### config.mk
export PLATFORM = sky130hd
export DESIGN_NAME = lru_page_replacement
export DESIGN_NICKNAME = d
export VERILOG_FILES = /design/src/rtl/core/lrupr_pkg.sv /design/src/rtl/core/lrupr_cell.sv /design/src/rtl/core/lru_page_replacement.sv
export SDC_FILE = /design/constraint.sdc
export NUM_CORES = 1
export LEC_CHECK = 0
export ABC_AREA = 1
export ABC_CLOCK_PERIOD_IN_PS = 5670
export BUFFER_PORTS_ARGS = -buffer_cell sky130_fd_sc_hd__buf_2
export CAP_MARGIN = 30
export CORE_MARGIN = 2
export CORE_UTILIZATION = 30
export DETAILED_ROUTE_END_ITERATION = 6
export RECOVER_POWER = 100
export SYNTH_ARGS = -nofsm -noshare
export SYNTH_HDL_FRONTEND = slang
export SYNTH_HIERARCHICAL = 1
export SYNTH_SLANG_ARGS = --single-unit
export TNS_END_PERCENT = 100
### constraint.sdc
create_clock -name clk -period 5.67 [get_ports clk]
set_clock_uncertainty 0.1 [all_clocks]
set_input_delay 1.134 -clock clk [delete_from_list [all_inputs] [get_ports clk]]
set_output_delay 1.134 -clock clk [all_outputs]
set_load 0.005 [all_outputs]
### src/rtl/core/lrupr_pkg.sv
// ----------------------------------------------------------------------------
// lrupr_pkg
// Shared types and constants for the LRU page replacement block.
// ----------------------------------------------------------------------------
package lrupr_pkg;

    localparam int ADDR_W  = 9;
    localparam int AGE_W   = 16;
    localparam int COUNT_W = 16;

    localparam logic [AGE_W-1:0]   AGE_MAX   = {AGE_W{1'b1}};
    localparam logic [COUNT_W-1:0] COUNT_MAX = {COUNT_W{1'b1}};

    // update command broadcast to every cell
    typedef struct packed {
        logic touch;    // age all frames, clear the referenced one
        logic load;     // map a new page into the referenced frame
    } cell_cmd_t;

    typedef enum logic [2:0] {
        ST_IDLE,
        ST_DIV_Q,
        ST_DIV_R,
        ST_PAGE,
        ST_SCAN,
        ST_UPDATE
    } ctrl_state_t;

endpackage

### src/rtl/core/lrupr_cell.sv
// ----------------------------------------------------------------------------
// lrupr_cell
// One frame slot: holds page and age, forwards the lookup/victim token.
// ----------------------------------------------------------------------------
module lrupr_cell
    import lrupr_pkg::*;
#(
    parameter int FRAME_W = 4,
    parameter int PAGE_W  = 5,
    parameter int INDEX   = 0
)
(
    input  logic               clk,
    input  logic               rst_n,
    input  cell_cmd_t          cmd,
    input  logic [FRAME_W-1:0] cmd_frame,
    input  logic [PAGE_W-1:0]  cmd_page,
    input  logic [PAGE_W-1:0]  chain_in_page,
    input  logic               chain_in_hit,
    input  logic [FRAME_W-1:0] chain_in_hit_frame,
    input  logic               chain_in_best_ok,
    input  logic [AGE_W-1:0]   chain_in_best_age,
    input  logic [FRAME_W-1:0] chain_in_best_frame,
    input  logic [PAGE_W-1:0]  chain_in_best_page,
    output logic [PAGE_W-1:0]  chain_out_page,
    output logic               chain_out_hit,
    output logic [FRAME_W-1:0] chain_out_hit_frame,
    output logic               chain_out_best_ok,
    output logic [AGE_W-1:0]   chain_out_best_age,
    output logic [FRAME_W-1:0] chain_out_best_frame,
    output logic [PAGE_W-1:0]  chain_out_best_page
);

    localparam logic [FRAME_W-1:0] MY_FRAME = FRAME_W'(INDEX);

    logic               filled_reg;
    logic [PAGE_W-1:0]  page_reg;
    logic [AGE_W-1:0]   age_reg;

    logic [PAGE_W-1:0]  tok_page_reg;
    logic               tok_hit_reg;
    logic [FRAME_W-1:0] tok_hit_frame_reg;
    logic               tok_best_ok_reg;
    logic [AGE_W-1:0]   tok_best_age_reg;
    logic [FRAME_W-1:0] tok_best_frame_reg;
    logic [PAGE_W-1:0]  tok_best_page_reg;

    logic mine;
    logic take;
    logic selected;

    assign mine     = filled_reg && (page_reg == chain_in_page);
    // strict compare keeps ties on the lower index
    assign take     = !chain_in_best_ok || (age_reg > chain_in_best_age);
    assign selected = (cmd_frame == MY_FRAME);

    always_ff @(posedge clk or negedge rst_n)
    begin
        if (!rst_n)
        begin
            filled_reg <= 1'b0;
            age_reg    <= '0;
        end
        else
        begin
            if (cmd.touch)
            begin
                if (selected)
                    age_reg <= '0;
                else if (age_reg != AGE_MAX)
                    age_reg <= age_reg + AGE_W'(1);
            end
            if (cmd.load && selected)
                filled_reg <= 1'b1;
        end
    end

    always_ff @(posedge clk)
    begin
        if (cmd.load && selected)
            page_reg <= cmd_page;
    end

    always_ff @(posedge clk or negedge rst_n)
    begin
        if (!rst_n)
        begin
            tok_hit_reg     <= 1'b0;
            tok_best_ok_reg <= 1'b0;
        end
        else
        begin
            tok_hit_reg     <= chain_in_hit || mine;
            tok_best_ok_reg <= 1'b1;
        end
    end

    always_ff @(posedge clk)
    begin
        tok_page_reg      <= chain_in_page;
        tok_hit_frame_reg <= chain_in_hit ? chain_in_hit_frame : MY_FRAME;
        if (take)
        begin
            tok_best_age_reg   <= age_reg;
            tok_best_frame_reg <= MY_FRAME;
            tok_best_page_reg  <= page_reg;
        end
        else
        begin
            tok_best_age_reg   <= chain_in_best_age;
            tok_best_frame_reg <= chain_in_best_frame;
            tok_best_page_reg  <= chain_in_best_page;
        end
    end

    assign chain_out_page       = tok_page_reg;
    assign chain_out_hit        = tok_hit_reg;
    assign chain_out_hit_frame  = tok_hit_frame_reg;
    assign chain_out_best_ok    = tok_best_ok_reg;
    assign chain_out_best_age   = tok_best_age_reg;
    assign chain_out_best_frame = tok_best_frame_reg;
    assign chain_out_best_page  = tok_best_page_reg;

endmodule

### src/rtl/core/lru_page_replacement.sv
// ----------------------------------------------------------------------------
// lru_page_replacement
// LRU page replacement over a row of frame cells with saturating age counters.
// ----------------------------------------------------------------------------
//
// Channel   Dir  Beat contents (lowest bit first)
// s_axis    in   address
// m_axis    out  hit, frame, evicted_valid, evicted_page, miss_count
//
// Steps: an address is accepted in idle; the page divide/modulo multiplies
// run in the DIV_Q, DIV_R and PAGE states; the token then ripples down the
// cell row, one cell per cycle; the update state loads the output register.
// Reset: ages, fill flags, fault count and frame fill counter clear at once;
// no clearing pass. A new address is taken while a result still waits in
// the output register; a stalled result holds the next access in update.
//
module lru_page_replacement
    import lrupr_pkg::*;
#(
    parameter  int FRAMES    = 10,
    parameter  int PAGES     = 32,
    parameter  int PAGE_SIZE = 10,
    localparam int FRAME_W   = $clog2(FRAMES),
    localparam int PAGE_W    = $clog2(PAGES),
    localparam int IN_DW     = ((ADDR_W + 7) / 8) * 8,
    localparam int OUT_W     = 2 + FRAME_W + PAGE_W + COUNT_W,
    localparam int OUT_DW    = ((OUT_W + 7) / 8) * 8
)
(
    input  logic                clk,
    input  logic                rst_n,
    input  logic                s_axis_tvalid,
    output logic                s_axis_tready,
    input  logic [IN_DW-1:0]    s_axis_tdata,   // address
    output logic                m_axis_tvalid,
    input  logic                m_axis_tready,
    output logic [OUT_DW-1:0]   m_axis_tdata    // hit, frame, evicted_valid,
                                                // evicted_page, miss_count
);

    localparam int USED_W  = $clog2(FRAMES + 1);

    // address / PAGE_SIZE by reciprocal multiply, exact for ADDR_W-bit inputs
    localparam int DIV_SHIFT = ADDR_W + $clog2(PAGE_SIZE);
    localparam int DIV_MW    = DIV_SHIFT + 1;
    localparam int DIV_PW    = ADDR_W + DIV_MW;
    localparam logic [DIV_MW-1:0] DIV_MULT =
        DIV_MW'(((64'd1 << DIV_SHIFT) + 64'(PAGE_SIZE) - 64'd1) / 64'(PAGE_SIZE));

    // quotient / PAGES, same scheme, for the modulo
    localparam int MOD_SHIFT = ADDR_W + $clog2(PAGES);
    localparam int MOD_MW    = MOD_SHIFT + 1;
    localparam int MOD_PW    = ADDR_W + MOD_MW;
    localparam logic [MOD_MW-1:0] MOD_MULT =
        MOD_MW'(((64'd1 << MOD_SHIFT) + 64'(PAGES) - 64'd1) / 64'(PAGES));

    localparam logic [USED_W-1:0]  USED_FULL = USED_W'(FRAMES);
    localparam logic [USED_W-1:0]  SCAN_LAST = USED_W'(FRAMES - 1);

    ctrl_state_t state_reg, state_next;

    logic [ADDR_W-1:0]  addr_reg;
    logic [ADDR_W-1:0]  quot_reg;
    logic [ADDR_W-1:0]  wrap_reg;
    logic [PAGE_W-1:0]  page_reg;
    logic [USED_W-1:0]  scan_cnt_reg, scan_cnt_next;
    logic [USED_W-1:0]  used_reg, used_next;
    logic [COUNT_W-1:0] miss_reg, miss_next;

    logic               out_valid_reg, out_valid_next;
    logic               out_hit_reg;
    logic [FRAME_W-1:0] out_frame_reg;
    logic               out_ev_valid_reg;
    logic [PAGE_W-1:0]  out_ev_page_reg;
    logic [COUNT_W-1:0] out_miss_reg;

    logic               res_load;
    logic               res_hit;
    logic [FRAME_W-1:0] res_frame;
    logic               res_ev_valid;
    logic [PAGE_W-1:0]  res_ev_page;

    logic [DIV_PW-1:0]  div_prod;
    logic [MOD_PW-1:0]  mod_prod;
    logic [ADDR_W-1:0]  wrap_times;

    cell_cmd_t          cmd;
    logic [FRAME_W-1:0] cmd_frame;

    // token lanes between cells; entry 0 is the row's input
    logic [PAGE_W-1:0]  ch_page       [FRAMES+1];
    logic               ch_hit        [FRAMES+1];
    logic [FRAME_W-1:0] ch_hit_frame  [FRAMES+1];
    logic               ch_best_ok    [FRAMES+1];
    logic [AGE_W-1:0]   ch_best_age   [FRAMES+1];
    logic [FRAME_W-1:0] ch_best_frame [FRAMES+1];
    logic [PAGE_W-1:0]  ch_best_page  [FRAMES+1];

    assign ch_page[0]       = page_reg;
    assign ch_hit[0]        = 1'b0;
    assign ch_hit_frame[0]  = '0;
    assign ch_best_ok[0]    = 1'b0;
    assign ch_best_age[0]   = '0;
    assign ch_best_frame[0] = '0;
    assign ch_best_page[0]  = '0;

    genvar gi;
    generate
        for (gi = 0; gi < FRAMES; gi++)
        begin : g_cell
            lrupr_cell #(
                .FRAME_W (FRAME_W),
                .PAGE_W  (PAGE_W),
                .INDEX   (gi)
            ) u_cell (
                .clk                  (clk),
                .rst_n                (rst_n),
                .cmd                  (cmd),
                .cmd_frame            (cmd_frame),
                .cmd_page             (page_reg),
                .chain_in_page        (ch_page[gi]),
                .chain_in_hit         (ch_hit[gi]),
                .chain_in_hit_frame   (ch_hit_frame[gi]),
                .chain_in_best_ok     (ch_best_ok[gi]),
                .chain_in_best_age    (ch_best_age[gi]),
                .chain_in_best_frame  (ch_best_frame[gi]),
                .chain_in_best_page   (ch_best_page[gi]),
                .chain_out_page       (ch_page[gi+1]),
                .chain_out_hit        (ch_hit[gi+1]),
                .chain_out_hit_frame  (ch_hit_frame[gi+1]),
                .chain_out_best_ok    (ch_best_ok[gi+1]),
                .chain_out_best_age   (ch_best_age[gi+1]),
                .chain_out_best_frame (ch_best_frame[gi+1]),
                .chain_out_best_page  (ch_best_page[gi+1])
            );
        end
    endgenerate

    // page arithmetic, one multiply per cycle
    assign div_prod   = DIV_PW'(addr_reg) * DIV_PW'(DIV_MULT);
    assign mod_prod   = MOD_PW'(quot_reg) * MOD_PW'(MOD_MULT);
    assign wrap_times = ADDR_W'(wrap_reg * ADDR_W'(PAGES));

    always_ff @(posedge clk)
    begin
        if (state_reg == ST_IDLE && s_axis_tvalid)
            addr_reg <= s_axis_tdata[ADDR_W-1:0];
        if (state_reg == ST_DIV_Q)
            quot_reg <= div_prod[DIV_SHIFT +: ADDR_W];
        if (state_reg == ST_DIV_R)
            wrap_reg <= mod_prod[MOD_SHIFT +: ADDR_W];
        if (state_reg == ST_PAGE)
            page_reg <= PAGE_W'(quot_reg - wrap_times);
    end

    // resolve the access from the token at the end of the row
    always_comb
    begin
        res_hit      = ch_hit[FRAMES];
        res_frame    = ch_hit_frame[FRAMES];
        res_ev_valid = 1'b0;
        res_ev_page  = '0;
        res_load     = 1'b0;
        used_next    = used_reg;
        miss_next    = miss_reg;
        if (!ch_hit[FRAMES])
        begin
            res_load = 1'b1;
            if (miss_reg != COUNT_MAX)
                miss_next = miss_reg + COUNT_W'(1);
            if (used_reg < USED_FULL)
            begin
                // free frames fill in index order
                res_frame = used_reg[FRAME_W-1:0];
                used_next = used_reg + USED_W'(1);
            end
            else
            begin
                res_frame    = ch_best_frame[FRAMES];
                res_ev_valid = 1'b1;
                res_ev_page  = ch_best_page[FRAMES];
            end
        end
    end

    always_comb
    begin
        state_next     = state_reg;
        scan_cnt_next  = scan_cnt_reg;
        out_valid_next = out_valid_reg;
        cmd            = '0;
        cmd_frame      = res_frame;
        s_axis_tready  = 1'b0;
        if (out_valid_reg && m_axis_tready)
            out_valid_next = 1'b0;
        case (state_reg)
            ST_IDLE:
            begin
                s_axis_tready = 1'b1;
                if (s_axis_tvalid)
                    state_next = ST_DIV_Q;
            end
            ST_DIV_Q:
                state_next = ST_DIV_R;
            ST_DIV_R:
                state_next = ST_PAGE;
            ST_PAGE:
            begin
                scan_cnt_next = '0;
                state_next    = ST_SCAN;
            end
            ST_SCAN:
            begin
                scan_cnt_next = scan_cnt_reg + USED_W'(1);
                if (scan_cnt_reg == SCAN_LAST)
                    state_next = ST_UPDATE;
            end
            ST_UPDATE:
            begin
                if (!out_valid_reg || m_axis_tready)
                begin
                    cmd.touch      = 1'b1;
                    cmd.load       = res_load;
                    out_valid_next = 1'b1;
                    state_next     = ST_IDLE;
                end
            end
            default:
                state_next = ST_IDLE;
        endcase
    end

    always_ff @(posedge clk or negedge rst_n)
    begin
        if (!rst_n)
        begin
            state_reg     <= ST_IDLE;
            scan_cnt_reg  <= '0;
            used_reg      <= '0;
            miss_reg      <= '0;
            out_valid_reg <= 1'b0;
        end
        else
        begin
            state_reg     <= state_next;
            scan_cnt_reg  <= scan_cnt_next;
            out_valid_reg <= out_valid_next;
            if (cmd.touch)
            begin
                used_reg <= used_next;
                miss_reg <= miss_next;
            end
        end
    end

    always_ff @(posedge clk)
    begin
        if (cmd.touch)
        begin
            out_hit_reg      <= res_hit;
            out_frame_reg    <= res_frame;
            out_ev_valid_reg <= res_ev_valid;
            out_ev_page_reg  <= res_ev_page;
            out_miss_reg     <= miss_next;
        end
    end

    assign m_axis_tvalid = out_valid_reg;
    assign m_axis_tdata  = OUT_DW'({out_miss_reg, out_ev_page_reg, out_ev_valid_reg,
                                    out_frame_reg, out_hit_reg});

    // a hit never evicts
    a_hit_no_evict: assert property (@(posedge clk) disable iff (!rst_n)
        out_valid_reg && out_hit_reg |-> !out_ev_valid_reg)
        else $error("hit result carries an eviction");

    // eviction only once every frame holds a page
    a_evict_full: assert property (@(posedge clk) disable iff (!rst_n)
        cmd.touch && res_ev_valid |-> used_reg == USED_FULL)
        else $error("eviction with a free frame left");

    // fill counter never runs past the frame count
    a_used_bound: assert property (@(posedge clk) disable iff (!rst_n)
        used_reg <= USED_FULL)
        else $error("frame fill counter overflow");

    // fault count only grows
    a_miss_mono: assert property (@(posedge clk) disable iff (!rst_n)
        1'b1 |=> miss_reg >= $past(miss_reg))
        else $error("fault count decreased");

    // the token at the row end is complete when the update runs
    a_token_ready: assert property (@(posedge clk) disable iff (!rst_n)
        state_reg == ST_UPDATE |-> ch_best_ok[FRAMES] && ch_page[FRAMES] == page_reg)
        else $error("update before token reached the row end");

endmodule

== Yosys cells after proc, flatten, opt, wreduce, memory -nomap -nowiden ==
Cells that the tools add are included.

* Add/sub/neg operators: 14
* Multipliers: 1
* Order comparisons: 10
* Eq/ne operators: 39
* Mux-type cells: 55
* Bitwise logic cells: 1
* Reduce and logical (&&, ||, !) cells: 69

{| class="wikitable"
|+ Operators with widths
! cell !! count
|-
| 2-to-1 mux 16 bit || 30
|-
| adder 16 x 1 -> 16 bit (second input constant) || 11
|-
| inequality test 16 bit (second input constant) || 11
|-
| greater-than comparator 16 bit || 9
|-
| == test 5 bit || 10
|-
| 2-to-1 mux 5 bit || 9
|-
| logical AND 1 bit || 22
|-
| nonzero test 2 bit || 11
|-
| AND reduction 2 bit || 10
|-
| logical OR 1 bit || 19
|-
| case mux 3 bit (6 select lines) || 1
|-
| == test 4 x 3 -> 1 bit (second input constant) || 4
|-
| multiplier 9 x 8 -> 16 bit (second input constant) || 1
|-
| == test 4 bit (second input constant) || 3
|-
| 2-to-1 mux 3 bit || 3
|-
| adder 4 x 1 -> 4 bit (second input constant) || 2
|-
| == test 4 x 2 -> 1 bit (second input constant) || 2
|-
| 2-to-1 mux 4 bit || 2
|-
| case mux 4 bit (2 select lines) || 1
|-
| 2-to-1 mux 1 bit || 7
|-
| == test 3 x 2 -> 1 bit (second input constant) || 2
|-
| == test 3 bit (second input constant) || 2
|-
| inequality test 2 bit (second input constant) || 3
|-
| AND reduction 3 bit || 2
|-
| other kinds (10) || 12
|}

* Flip-flop bits (word level): 594
* Output and inout bits: 34
* Word-level logic and storage cells: 289

== Longest topological paths before layout ==
* Depth in word-level cells: 6
* Gate-level depth with buffers: 16
* Mapped depth without buffers: 15

== Modules after synthesis ==
The synthesis kept the hierarchy.

{| class="wikitable"
|+ By module, submodules not included
! module !! instances !! cells an instance !! area an instance (um^2) !! seq. area each (um^2)
|-
| lrupr_cell (g_cell[1].u_cell ...) || 4 || 351 || 2836.5 || 1306.3
|-
| lrupr_cell (g_cell[3].u_cell ...) || 4 || 353 || 2831.5 || 1306.3
|-
| lru_page_replacement || 1 || 529 || 4847.1 || 2082.0
|-
| lrupr_cell (g_cell[0].u_cell) || 1 || 353 || 2850.2 || 1306.3
|-
| lrupr_cell (g_cell[7].u_cell) || 1 || 353 || 2836.5 || 1306.3
|}

== Worst setup path after synthesis ==
Ideal clock, no wire load.

* Path kind: flip-flop to flip-flop
* From: register addr_reg[2]
* To: register quot_reg[2] (data pin)
* Library setup time: 0.252 ns
* Data arrival time: 3.275 ns
* Required time: 5.318 ns
* Setup slack: 2.042 ns
* Stages on the path, launching flop included: 13
* Path buffers: 0
* Clock period less this slack: 3.628 ns
* Path through: edfxtp_1 > ha_1 > fa_1 > fa_1 > inv_1 > fa_1 > inv_1 > ha_1 > a21o_1 > a211oi_1 > nand2_1 > nand2_1 > nand2_1

* Longest elaborated chain between the ends: 1

{| class="wikitable"
|+ Ends and longest elaborated chain
! item !! line !! RTL
|-
| from (decl) || lru_page_replacement.sv:62 || <nowiki>logic [ADDR_W-1:0] addr_reg;</nowiki>
|-
| from (signal assigned) || lru_page_replacement.sv:147 || <nowiki>addr_reg <= s_axis_tdata[ADDR_W-1:0];</nowiki>
|-
| multiplier 9 x 8 -> 16 bit || lru_page_replacement.sv:140 || <nowiki>assign div_prod = DIV_PW'(addr_reg) * DIV_PW'(DIV_MULT);</nowiki>
|-
| named net div_prod[15] || lru_page_replacement.sv:83 || <nowiki>logic [DIV_PW-1:0] div_prod;</nowiki>
|-
| to (signal assigned) || lru_page_replacement.sv:149 || <nowiki>quot_reg <= div_prod[DIV_SHIFT +: ADDR_W];</nowiki>
|-
| to (decl) || lru_page_replacement.sv:63 || <nowiki>logic [ADDR_W-1:0] quot_reg;</nowiki>
|}

The timed path passes the listed nets, and every way through them passes these cells.
A chain may end at the register's enable or synchronous reset.

== Worst setup path after layout ==
* From: register g_cell[9].u_cell.tok_hit_reg
* To: register g_cell[2].u_cell.age_reg[15]

* Longest elaborated chain between the ends: 4

{| class="wikitable"
|+ Ends and longest elaborated chain
! item !! line !! RTL
|-
| from (decl) || lrupr_cell.sv:41 || <nowiki>logic tok_hit_reg;</nowiki>
|-
| from (signal assigned) || lrupr_cell.sv:93 || <nowiki>tok_hit_reg <= chain_in_hit || mine;</nowiki>
|-
| 2-to-1 mux 4 bit (*) || lru_page_replacement.sv:166 || <nowiki>if (!ch_hit[FRAMES])</nowiki>
|-
| named net cmd_frame[2] || lru_page_replacement.sv:88 || <nowiki>logic [FRAME_W-1:0] cmd_frame;</nowiki>
|-
| == test 4 x 2 -> 1 bit (*) || lrupr_cell.sv:55 || <nowiki>assign selected = (cmd_frame == MY_FRAME);</nowiki>
|-
| nonzero test 2 bit (no source line) || n/a ||
|-
| AND reduction 2 bit (no source line) || n/a ||
|-
| to (signal assigned) || lrupr_cell.sv:71 || <nowiki>age_reg <= age_reg + AGE_W'(1);</nowiki>
|-
| to (decl) || lrupr_cell.sv:38 || <nowiki>logic [AGE_W-1:0] age_reg;</nowiki>
|}

The timed path passes the listed nets; every way through them passes the cells marked *.

==> results <==
- The minimum clock period is between 4 and 5 ns.
- The clock-pin slew of the registers on the worst-case setup and hold paths is approximately 0.07 ns.
- The endpoint identified for the worst register-to-register timing path is g_cell[2].u_cell/age_reg[15]$_DFFE_PN0P_.
- Headroom to the max-slew limit came out at -101%.
- In this run the clock root is driven by a clkbuf_16.
- The wire length on met3 is about 2.3 mm.
- Broken down by cell family, the worst path's largest delay share belongs to simple AND/OR/NAND/NOR gates.
- The signal on the critical path passes through clkbuf_1, inv_2, nand2_2, inv_1, nand2_1, nand3_1, nor2_1, nand3b_2, nand4_1, nand2_1, inv_2, nand4_1, o21ai_0.
- The number of failing hold endpoints at the final stage came to 0.
- The congestion estimate from routability-driven global placement came to 0.857.
- The detailed router put a total of 34.1 mm of wire on met1.
- The final-stage net count is between 4,000 and 5,000.
- The routed wire length is roughly 73 mm.
- The detailed-route wire length per cell is ~13 um.
- The critical path's slowest cell is clkbuf_1.
- The longest clock path from root to sink contains 3 buffers.
- The total number of clock tree sinks is between 600 and 700.
- The worst setup path is launched from a register.
- The logic depth of the worst path, buffers included is 13.
- The category of the critical setup timing path is reg -> reg.
- The library cell used most frequently in the layout, excluding fill and tap cells, is nand2_1.
- The yosys synthesis warning count is 6.
- The area growth from synthesis to layout is 11.2%.
- Buffers placed on the I/O ports in this run total 41.
- The floorplan has 120 rows.
- The via count of the routed design is 24,800.
- The floorplan step defined a core boundary enclosing around 110,000 um2.
- The reg2reg setup slack is roughly 1.2 ns.
- After layout, the worst path uses 78.0% of the clock period.
- The slew at the pin closest to its max-slew limit is 3.02 ns.
- Counting the buffers created by CTS gives 71.
- The endpoint arrival time on the critical path is approximately 4.9 ns.
- After layout, the worst setup slack is 1.25 ns.
- The first-pass GRT wire length is between 100 and 150 mm.
- For this run, the total global-route usage over all layers was measured as a little over an eighth.
- The kind of end point of the critical path is a register.
- The final instance area is between 30,000 and 40,000 um2.
- Setup violations remaining at the end of the flow were counted as 0.
- Cells with a size suffix above 1 make up 7.17% of the layout.
- The first-pass iteration count of the detailed router is 6.
- In this run the worst path has a maximum fanout of 20.
- The maximum level of the CTS H-tree is 3.
- The hold buffer count at cts is 0.
- In this run the remaining antenna-violating nets after routing total 0.
- The latest clock arrival within the worst-skew pair is approximately 0.62 ns.
- IR analysis of the VDD net gives a maximum drop of 0.000238 V.
- Wire segments on met2 add up to 34.4 mm in the final route.
- After clock tree synthesis, the setup repair step added 0 buffers.
- In the routed design, unresolved DRC markers number 0.
- The via count of the first global-routing pass is approximately 24,000.
- The checks that failed: capacitance limit, slew limit.
- The flip-flop count of the largest register, all copies and words added is 160.
- The number of gates resized after CTS was 0.
- The top-level port count is between 50 and 60.
- The hold-critical path endpoint is g_cell[4].u_cell/chain_out_page[1]$_DFF_P_.
- The startpoint of the tightest hold check path is g_cell[3].u_cell/chain_out_page[1]$_DFF_P_.
- For this run, the slowest stage of the critical path takes slightly above 0.6 ns.
- The total standard cell area after synthesis is between 30,000 and 40,000 um2.
- The count of cells along the worst register-to-register path is 13.
- The analysis attributes to cell leakage a power of between 15 and 20 nW.
- After legalization and detailed placement, the total HPWL measured around 53 mm.
- Setup repair after global routing left no endpoint under its margin.
- The DRC violation total after the first TritonRoute iteration is approximately 1,400.
- After detailed placement, the total cell area comes to 34,200 um2.
- Timing analysis after detailed placement gives a worst setup slack of ~1.9 ns.
- The highest layer used for signal routing is met4.
- The number of antenna violations at the first check in global routing was 0.
- The final antenna diode count is 0.
- The pin count of the biggest net entering global routing is 110.
- Leaving out fill and tap cells, the most frequent cells in the layout are nand2_1, inv_1, nand3_1.
- The die covers 111,000 um2.
- Together, buffers and inverters on the worst path number 4.
- The horizontal die dimension is 333 um.
- Counting instances, the worst hold path has a depth of 0.
- Synthesis produced about 4,000 cells.
- The fmax is 0.226 GHz.
- The tool flagged a number of max-cap violations equal to 2.
- From bottom edge to top edge, the die measures 333 um.
- For this configuration, the core starts out at a cell density of a little under a third.
- The post-detailed-route via-to-cell ratio is 4.49.
- In this run the critical register-to-register path is launched from g_cell[9].u_cell/chain_out_hit$_DFF_PN0_.
- TritonCTS built the clock tree.
- The max-slew violation count is 142.
- The setup TNS after final layout is 0 ns.
- Summed over all layers, the global routing overflow is 0.
- The run finished, with violations left.
- After synthesis, the mean cell area works out to just over 8 um2.
- Data on the critical path is required at its endpoint by ~6.1 ns.
- The power consumption is 17.6 mW.
- For this design the ratio of total power to cell area is about 490 nW/um2.
- The worst hold path belongs to the class reg -> reg.
how the worst max path moves through the flow:
stage / startpoint / to / slack (ns)
floorplan: addr_reg[2]$_DFFE_PP_ / quot_reg[2]$_DFFE_PP_ / 2.04
global placement: addr_reg[3]$_DFFE_PP_ / quot_reg[3]$_DFFE_PP_ / 1.85
detailed placement: addr_reg[3]$_DFFE_PP_ / quot_reg[3]$_DFFE_PP_ / 1.88
CTS: addr_reg[3]$_DFFE_PP_ / quot_reg[3]$_DFFE_PP_ / 1.87
global route: g_cell[9].u_cell/chain_out_hit$_DFF_PN0_ / g_cell[9].u_cell/age_reg[7]$_DFFE_PN0P_ / 0.91
finish: g_cell[9].u_cell/chain_out_hit$_DFF_PN0_ / g_cell[2].u_cell/age_reg[15]$_DFFE_PN0P_ / 1.25
layer usage:
metal | track usage [%] | vias up
li1 | - | 13000
met1 | 16.9 | 11300
met2 | 22.5 | 344
met3 | 2.05 | 133
met4 | 4.44 | 0
met5 | 0 | -
report_power, final:
part / switching (mW) / internal (mW)
clock network: 1.93 / 2.91
registers: 1.00 / 5.76
logic: 3.98 / 2.07
total: 6.91 / 10.7
through the flow:
stage | util, % | hold WS, ns | std cells
after floorplan | - | 0.249 | 4036
after global placement | 31.9 | 0.253 | 5388
after detailed placement | 31.9 | 0.254 | 5388
after CTS | 34.2 | 0.252 | 5518
after global routing | 33.7 | 0.255 | 5518
final | 33.7 | 0.249 | 5518
final cells by class:
type / count / area [um2]
Clock inverter: 31 / 352
Fill cell: 11100 / 71100
Timing Repair Buffer: 50 / 245
Inverter: 560 / 2120
Sequential cell: 632 / 14700
Multi-Input combinational cell: 2743 / 14900
Tap cell: 1403 / 1760
Clock buffer: 99 / 2120
Power figures use the tool's default switching activity.
